File: config.mk
export PLATFORM = sky130hd
export DESIGN_NAME = pia_ctrl
export DESIGN_NICKNAME = d
export VERILOG_FILES = /design/src/hw/rtl/pia_pkg.sv /design/src/hw/rtl/pia_ctrl.sv
export SDC_FILE = /design/constraint.sdc
export NUM_CORES = 1
export LEC_CHECK = 0
export ABC_AREA = 1
export BUFFER_PORTS_ARGS = -buffer_cell sky130_fd_sc_hd__buf_2
export CORE_AREA = 2 2 39 41
export CTS_CLUSTER_DIAMETER = 50
export CTS_CLUSTER_SIZE = 16
export DETAILED_ROUTE_END_ITERATION = 8
export DIE_AREA = 0 0 41 43
export PLACE_DENSITY_LB_ADDON = 0.12
export REMOVE_ABC_BUFFERS = 1
export SYNTH_ARGS = -nofsm -noshare
export SYNTH_HDL_FRONTEND = slang
export SYNTH_SLANG_ARGS = --single-unit
File: constraint.sdc
create_clock -name clk -period 1.2 [get_ports clk]
set_input_delay 0.18 -clock clk [delete_from_list [all_inputs] [get_ports clk]]
set_output_delay 0.18 -clock clk [all_outputs]
set_load 0.005 [all_outputs]
File: src/hw/rtl/pia_pkg.sv
// shared types, operation codes and constants of the integer arithmetic unit
`default_nettype none
package pia_pkg;

    localparam int unsigned DataWidth = 64;
    localparam int unsigned OpWidth   = 5;
    localparam int unsigned ImmWidth  = 16;

    typedef enum logic [OpWidth-1:0] {
        OP_ADD    = 5'd0,
        OP_ADDE   = 5'd1,
        OP_ADDI   = 5'd2,
        OP_ADDIC  = 5'd3,
        OP_ADDIS  = 5'd4,
        OP_ADDZE  = 5'd5,
        OP_ADDME  = 5'd6,
        OP_ADDC   = 5'd7,
        OP_DIVD   = 5'd8,
        OP_DIVDU  = 5'd9,
        OP_DIVW   = 5'd10,
        OP_DIVWU  = 5'd11,
        OP_MULHW  = 5'd12,
        OP_MULHWU = 5'd13,
        OP_MULLD  = 5'd14,
        OP_MULLI  = 5'd15,
        OP_MULLW  = 5'd16,
        OP_MULHD  = 5'd17,
        OP_MULHDU = 5'd18,
        OP_NEG    = 5'd19,
        OP_SUBF   = 5'd20,
        OP_SUBFC  = 5'd21,
        OP_SUBFE  = 5'd22,
        OP_SUBFIC = 5'd23,
        OP_SUBFZE = 5'd24,
        OP_SUBFME = 5'd25
    } op_t;

    // kind of work an operation needs
    typedef enum logic [1:0] {
        KIND_ALU = 2'd0,
        KIND_MUL = 2'd1,
        KIND_DIV = 2'd2
    } kind_t;

    // controller to datapath
    typedef struct packed {
        logic load;       // capture operands
        logic alu_done;   // latch adder result
        logic mul_step;   // accumulate one partial product
        logic mul_done;   // form multiply result
        logic div_step;   // one quotient bit
        logic div_done;   // form divide result
    } cmd_t;

    // datapath to controller
    typedef struct packed {
        kind_t kind;
        logic  last_step;
    } status_t;

    function automatic kind_t op_kind(input logic [OpWidth-1:0] op);
        kind_t k;
        k = KIND_ALU;
        case (op)
            OP_DIVD, OP_DIVDU, OP_DIVW, OP_DIVWU: k = KIND_DIV;
            OP_MULHW, OP_MULHWU, OP_MULLD, OP_MULLI,
            OP_MULLW, OP_MULHD, OP_MULHDU:         k = KIND_MUL;
            default:                               k = KIND_ALU;
        endcase
        return k;
    endfunction

endpackage
`default_nettype wire

File: src/hw/rtl/pia_ctrl.sv
// controller state machine of the integer arithmetic unit
`default_nettype none
module pia_ctrl
    import pia_pkg::*;
(
    input  wire logic    clk,
    input  wire logic    rst_n,
    input  wire logic    in_fire,
    input  wire logic    out_busy,
    input  wire status_t status,
    output logic         ready_in,
    output logic         out_load,
    output cmd_t         cmd
);

    typedef enum logic [4:0] {
        S_IDLE = 5'b00001,
        S_DEC  = 5'b00010,
        S_MUL  = 5'b00100,
        S_DIV  = 5'b01000,
        S_FIN  = 5'b10000
    } state_t;

    state_t state_reg, state_next;

    always_comb
    begin
        state_next = state_reg;
        cmd        = '0;
        ready_in   = 1'b0;
        out_load   = 1'b0;
        unique case (state_reg)
            S_IDLE:
            begin
                ready_in = 1'b1;
                cmd.load = in_fire;
                if (in_fire)
                    state_next = S_DEC;
            end
            S_DEC:
            begin
                case (status.kind)
                    KIND_MUL: state_next = S_MUL;
                    KIND_DIV: state_next = S_DIV;
                    default:
                    begin
                        cmd.alu_done = 1'b1;
                        state_next   = S_FIN;
                    end
                endcase
            end
            S_MUL:
            begin
                cmd.mul_step = 1'b1;
                if (status.last_step)
                begin
                    cmd.mul_done = 1'b1;
                    state_next   = S_FIN;
                end
            end
            S_DIV:
            begin
                cmd.div_step = 1'b1;
                if (status.last_step)
                begin
                    cmd.div_done = 1'b1;
                    state_next   = S_FIN;
                end
            end
            S_FIN:
            begin
                if (!out_busy)
                begin
                    out_load   = 1'b1;
                    state_next = S_IDLE;
                end
            end
            default: state_next = S_IDLE;
        endcase
    end

    always_ff @(posedge clk or negedge rst_n)
    begin
        if (!rst_n)
            state_reg <= S_IDLE;
        else
            state_reg <= state_next;
    end

    a_load_idle: assert property (@(posedge clk) disable iff (!rst_n)
        cmd.load |-> state_reg == S_IDLE)
        else $error("operand load outside idle");
    a_out_fin: assert property (@(posedge clk) disable iff (!rst_n)
        out_load |=> state_reg == S_IDLE)
        else $error("output load did not return to idle");
    a_one_step: assert property (@(posedge clk) disable iff (!rst_n)
        !(cmd.mul_step && cmd.div_step))
        else $error("multiply and divide step together");

endmodule
`default_nettype wire

### Yosys cells after proc, flatten, opt, wreduce, memory -nomap -nowiden

Index checks and enable logic that the tools add are counted.

| word-level totals | value |
|---|---|
| register bits | 5 |
| input bits | 7 |
| output and inout bits | 8 |
| word-level logic and storage cells | 28 |

| operators by class | value |
|---|---|
| eq/ne operators | 10 |
| muxes and demuxes | 14 |
| reduce and logical (&&, ||, !) cells | 3 |

Operator list:

| operator | count |
|---|---|
| $pmux W5 S4 | 1 |
| $mux W5 | 3 |
| $pmux W5 S2 | 1 |
| $mux W1 | 7 |
| $eq A5 B1 Y1 const B | 1 |
| $eq A5 B2 Y1 const B | 1 |
| $eq A5 B3 Y1 const B | 1 |
| $eq A5 B4 Y1 const B | 1 |
| $eq A5 B5 Y1 const B | 1 |
| $mux W2 | 2 |
| $ne A2 B2 Y1 const B | 2 |
| $reduce_or A2 Y1 | 2 |
| $reduce_and A3 Y1 | 1 |
| $eq A2 B1 Y1 const B | 1 |
| $eq A2 B2 Y1 const B | 1 |
| $ne A2 B1 Y1 const B | 1 |

### Longest topological paths before layout

Gate-level depths: netlist of the first run.

| depth | value |
|---|---|
| depth after elaboration | 4 |
| gate-level depth with buffers | 8 |
| depth with buffers taken out | 8 |

### Least setup slack after synthesis of the first run

OpenSTA, ideal clock, no wires.

| timing path | value |
|---|---|
| path kind | reg2reg |
| from | register state_reg[0] |
| to | register state_reg[4] |
| setup time | 0.118 ns |
| data arrival time | 0.994 ns |
| data required time | 1.082 ns |
| slack | 0.088 ns |
| stages on the path, launching flop included | 8 |
| path buffers | 0 |
| period minus slack after synthesis | 1.112 ns |
| cells stage by stage | dfstp_2 inv_1 nor2_1 nand4_1 nand2_1 inv_2 nand3_1 nand2_1 |

| between the ends | value |
|---|---|
| longest elaborated chain between the ends | 4 |
| elaborated cells between the ends (all ways) | 11 |
| those cells by class | eq/ne (8); mux (1); reduce/logical (2) |

Ends and longest elaborated chain:

| item | RTL line | RTL |
|---|---|---|
| from (decl) | pia_ctrl.sv:24 | `state_t state_reg, state_next;` |
| from (signal assigned) | pia_ctrl.sv:87 | `state_reg <= state_next;` |
| $eq A5 B4 Y1 or $eq A5 B3 Y1 (tied branches) | pia_ctrl.sv:32 | `unique case (state_reg)` |
| $reduce_or A2 Y1 (no source line) | -- |  |
| $ne A2 B1 Y1 (no source line) | -- |  |
| $reduce_and A3 Y1 (no source line) | -- |  |

Parallel ways exist; a longest one is shown, timed or not.
A chain may end at the register's enable or synchronous reset.

==> impl_metrics.yaml, run 1 <==
sta:
  fin_skew_ns: 0.00458
  final_max_slew_viol_count: 0
  clock.fmax_mhz: 697
  rsz0062_at_grt: "yes"
  worst_pin_slew_ns: 0.212
  setup_viol: 12
  report.final.hold_viol_count: 0
  worst_slack_ns: -0.234
  relSlewSlack: 0.858
  final.min_clock_period_ns: 1.43
  finalCritPeriodShare: 1.19
place:
  placedCellCount: 92
  io_buffers: 14
  dpl_cell_area_um2: 510
  pre_cts_ws_ns: -0.0388
  globalplace.congestion: 0.695
  hpwl_um: 718
floorplanning:
  core-area_mm2: 0.00138
  io_pins: 15
  die_h_um: 43
  die_w_um: 41
  initial_core_util: 0.282
  dieArea_mm2: 0.00176
  rows: 14
clocking:
  clk_path_buf_depth: 2
  path_clk_slew_ns: 0.04
  insertion_delay_ns: 0.24
  cts_tree: "yes"
  cts.sinks: 5
  clockRootBuffer: "clkbuf_4"
  cts_max_level: 1
  cts_made_buffers: 3
global_route:
  overflow: 0
  grt_max_degree: 6
  track_usage: 0.134
  grt_pass1_wl_um: 1520
  grt_pass1_vias: 422
  antenna_found_initial: 0
critical_path:
  critical_path_class: "register to primary output"
  startpoint_type: "register"
  slowest_stage: "dfstp_2"
  cp-end-kind: "primary output"
  critPathArrivalTime_ns: 1.25
  r2r_end: "state_reg[2]"
  crit_family: "flip-flops"
  reg2reg_slack_ns: -0.11
  cp.buffers_inverters: 2
  slowest_delay_ns: 0.57
  worstPathMaxFanout: 4
  cp.required_ns: 1.02
  r2r_cells: 8
  crit_chain: "nor2_4 -> nand2_2 -> buf_6 -> nor2_1 -> buf_2"
  r2r-start: "state_reg[3]"
route:
  wl_met2_um: 541
  route.detailed.drc: 0
  drt-total-wl_um: 993
  ant_nets: 0
  met1_length_um: 388
  via_count: 447
  post_drt_wl_per_cell_um: 9.74
  dr.pass1.iters: 3
  viasPerCell: 4.38
  drtIter0Drc: 4
  route.met3.wl_um: 32
  dr.max_layer_used: "met4"
run_status:
  violations: "negative setup slack"
  outcome: "finished, violations left"
cells_and_area:
  layout_commonest_cell: "buf_2"
  final_util: 0.449
  fin_nets: 96
  synthToLayoutAreaGrowth_pct: 59.3
  diodes: 0
  largest_reg_flops: 5
  fill_cells: 154
  layout_common_cells: "14 x buf_2, 11 x nand2_1, 9 x inv_1"
  drive_above_1_share: 0.558
  regArea_um2: 128
  multi_input_comb_area_um2: 251
  fin_cells: 102
  stdcell_area_um2: 622
synthesis:
  avgSynthCellArea_um2: 6.73
  synth_edf_count: 0
  synth_warnings: 0
  ys_types: 15
  synth_seq_area_share: 0.324
  synthDominantCellAreaShare: 0.256
  syn_inst: 58
  synth_xor_area_frac: 0
  synth_ff_type: "dfrtp_1"
  synthAdderAreaFrac: 0.0641
  ys_ff_latch: 5
  synth-simple-area-share: 0.462
  syn_area_um2: 390
  synth_top_family_by_area: "simple AND/OR/NAND/NOR gates"
  synth.area.mux_share: 0
  async_flop_share: 1.00
  synth_compound_area_frac: 0.0353
  synth_area_leaders: "dfrtp_1 26%, nand2_1 14%, inv_1 11%, dfstp_2 6.7%, ha_1 6.4%"
  synth_top_area_cell: "dfrtp_1"
job:
  cap_viol_max_count: 0
pwr:
  leakage_nw: 0.348
  irDropWorstVdd_uv: 683
  power_density_mw_per_mm2: 1990
min_path:
  worstHoldPathType: "input port to register"
  holdPathStages: 3
  min_from: "in_fire"
  hold_end: "state_reg[1]"
==> cell type report <==
class	instances	share of cell area
Multi-Input combinational cell	41	0.404
Inverter	12	0.0724
Tap cell	16	0.0322
Clock buffer	4	0.0423
Timing Repair Buffer	24	0.243
Sequential cell	5	0.205
==> synth_stat cells, types with 2 or more instances <==
cell     instances
dfrtp_1          4
ha_1             2
inv_1           11
nand2_1         15
nand2_2          4
nand3_1          3
nand4_1          2
nor2_1           6
nor2_4           2
nor3_1           4
==> power by group <==
group	total (W)	switching [W]	internal, W
Clock	0.000191	0.0000658	0.000125
Combinational	0.000746	0.000399	0.000347
Sequential	0.000302	0.0000651	0.000237
Total	0.00124	0.000530	0.000709
==> kinds of logic (layout without fill, tap and decap cells) <==
group,after synthesis,count (layout)
buf+inv,12,40
flops,5,5
compound gates,2,2
simple gates,37,37
fa+ha+maj,2,2
==> worst min-delay path: cells and delay by family <==
family                 cells  cell delay, ns
buffers and inverters      2            0.18
and+or+nand+nor            1            0.07
==> layer usage <==
metal	up-vias	GRT usage
met3	4	0.0314
met4	0	0.100
met5	-	0
met2	10	0.216
li1	233	-
met1	200	0.141
==> worst max-delay path by stage <==
stage	depth (start not counted)	endpoint	start
after global placement	7	state_reg[3]	state_reg[1]
after global routing	6	cmd[4]	state_reg[2]
after detailed placement	7	state_reg[4]	state_reg[0]
final	5	cmd[3]	state_reg[0]
after CTS	6	cmd[4]	state_reg[3]
after floorplan	7	state_reg[4]	state_reg[0]
==> repair_timing <==
| action | 4_1_cts | 5_1_grt |
|---|---|---|
| hold buffers | 1 | 0 |
| hold endpoints to repair | 5 | 0 |
| setup buffers | 4 | 1 |
| gates resized for setup | 7 | 6 |
| pin swaps | 10 | 5 |
| endpoints found under the setup margin | 12 | 12 |
==> through the flow <==
stage                     power [W]  setup TNS (ns)  hold WS [ns]
after detailed placement   0.000861         -0.0960       0.00288
after CTS                   0.00119           -1.54         0.239
after global routing        0.00135           -2.59         0.255
final                       0.00124           -1.75         0.235
after floorplan            0.000658               0        -0.116
after global placement     0.000871         -0.0585       0.00213
No activity file was read; power rests on OpenSTA's default activity.
==> inputs of run 2 (changes only) <==
--- a/config.mk
+++ b/config.mk
@@ -13,6 +13,7 @@
 export DETAILED_ROUTE_END_ITERATION = 8
 export DIE_AREA = 0 0 41 43
 export PLACE_DENSITY_LB_ADDON = 0.12
+export RECOVER_POWER = 100
 export REMOVE_ABC_BUFFERS = 1
 export SYNTH_ARGS = -nofsm -noshare
 export SYNTH_HDL_FRONTEND = slang
==> constraint.sdc (replaced) <==
create_clock -name clk -period 1.8 [get_ports clk]
set_input_delay 0.27 -clock clk [delete_from_list [all_inputs] [get_ports clk]]
set_output_delay 0.27 -clock clk [all_outputs]
set_load 0.005 [all_outputs]
==> impl_metrics.yaml, run 2 (synthesis gave the netlist of run 1 again) <==
run_status:
  outcome: "finished clean"
place:
  globalplace.congestion: 0.783
  hpwl_um: 657
  io_buffers: 14
  dpl_cell_area_um2: 480
  placedCellCount: 88
cells_and_area:
  fill_cells: 169
  layout_common_cells: "17 x nand2_1, 12 x inv_1, 9 x buf_2"
  layout_commonest_cell: "nand2_1"
  diodes: 0
  largest_reg_flops: 5
  final_util: 0.361
  drive_above_1_share: 0.234
  stdcell_area_um2: 499
  fin_cells: 93
  multi_input_comb_area_um2: 206
  fin_nets: 87
  regArea_um2: 126
  synthToLayoutAreaGrowth_pct: 27.9
clocking:
  cts-resized-gates: 0
  clk_path_buf_depth: 2
  cts_tree: "yes"
  cts.sinks: 5
  insertion_delay_ns: 0.24
  path_clk_slew_ns: 0.04
  cts_made_buffers: 3
  post-cts-setup-buffers: 0
  clockRootBuffer: "clkbuf_4"
  cts_max_level: 1
sta:
  rsz0062_at_grt: "no"
  setup_viol: 0
  final.min_clock_period_ns: 1.58
  clock.fmax_mhz: 633
  fin_skew_ns: 0.00289
  worst_pin_slew_ns: 0.256
  holdWs_ns: 0.314
  relSlewSlack: 0.829
  report.final.hold_viol_count: 0
  final.setup.tns_ns: 0
  finalCritPeriodShare: 0.878
  final_max_slew_viol_count: 0
critical_path:
  worstPathMaxFanout: 5
  r2r_cells: 7
  slowest_delay_ns: 0.40
  r2r-start: "state_reg[1]"
  crit_family: "simple AND/OR/NAND/NOR gates"
  slowest_stage: "dfrtp_1"
  crit_cells: 6
  critPathArrivalTime_ns: 1.31
  crit_chain: "nor2_2 -> nand2_2 -> nor2_4 -> nand2_1 -> inv_1 -> buf_2"
  startpoint_type: "register"
  reg2reg_slack_ns: 0.56
  cp.buffers_inverters: 2
  cp.required_ns: 1.53
  cp-end-kind: "primary output"
  crit_start: "state_reg[2]"
  critical_path_class: "register to primary output"
  cp-endpoint: "cmd[4]"
  r2r_end: "state_reg[3]"
floorplanning:
  rows: 14
  core-area_mm2: 0.00138
  io_pins: 15
  initial_core_util: 0.282
  die_h_um: 43
  die_w_um: 41
  dieArea_mm2: 0.00176
global_route:
  antenna_found_initial: 0
  track_usage: 0.112
  grt_max_degree: 6
  grt_pass1_vias: 339
  overflow: 0
  grt_pass1_wl_um: 1240
route:
  drt-total-wl_um: 776
  viasPerCell: 4.12
  route.detailed.drc: 0
  drtIter0Drc: 4
  dr.pass1.iters: 4
  via_count: 383
  post_drt_wl_per_cell_um: 8.34
  ant_nets: 0
pwr:
  irDropWorstVdd_uv: 542
  leakage_nw: 0.285
  power_density_mw_per_mm2: 1230
min_path:
  worstHoldPathType: "input port to register"
job:
  cap_viol_max_count: 0
[run 2: changes by cell type in the layout (fill, tap and decap cells not counted), sizes merged]
cell / delta
clkbuf: +5
buf: -14
[run 2: stage by stage]
| stage | setup WS (ns) | power [W] |
|---|---|---|
| after floorplan | 0.641 | 0.000439 |
| after CTS | 0.208 | 0.000662 |
| after detailed placement | 0.472 | 0.000528 |
| final | 0.220 | 0.000614 |
| after global placement | 0.501 | 0.000534 |
| after global routing | 0.121 | 0.000686 |
[run 2: worst min-delay path, cell delays in order]
cell and delay, ns:
buf_2 0.09, inv_1 0.09, nor3_1 0.06
[run 2: worst min-delay path by stage]
stage | startpoint | end | slack [ns] | cells after the start
final | in_fire | state_reg[1] | 0.31 | 3
after global routing | in_fire | state_reg[1] | 0.30 | 3
after detailed placement | rst_n | state_reg[3] | 0.09 | 1
after CTS | in_fire | state_reg[1] | 0.30 | 3
after floorplan | rst_n | state_reg[1] | -0.03 | 0
after global placement | rst_n | state_reg[3] | 0.09 | 1
[run 2: layout make-up]
type	count	share of cell area
Inverter	12	0.0902
Multi-Input combinational cell	41	0.414
Timing Repair Buffer	15	0.150
Tap cell	16	0.0401
Sequential cell	5	0.253
Clock buffer	4	0.0526
[run 2: where the power goes]
part / leakage [nW] / switching, W / internal, W
combinational: 0.205 / 0.000193 / 0.000110
clock: 0.0150 / 0.0000447 / 0.0000837
sequential: 0.0645 / 0.0000301 / 0.000152
[run 2: repair_timing]
item	in CTS	in global routing
setup endpoints to repair	0	0
hold buffers	1	0
endpoints found under the hold margin	4	0
[run 2: per-layer routing]
metal  global-route usage  part of all wire
met2                0.166              0.47
met3               0.0785             0.075
met5                    0                 0
met4               0.0600             0.018
met1                0.111              0.43
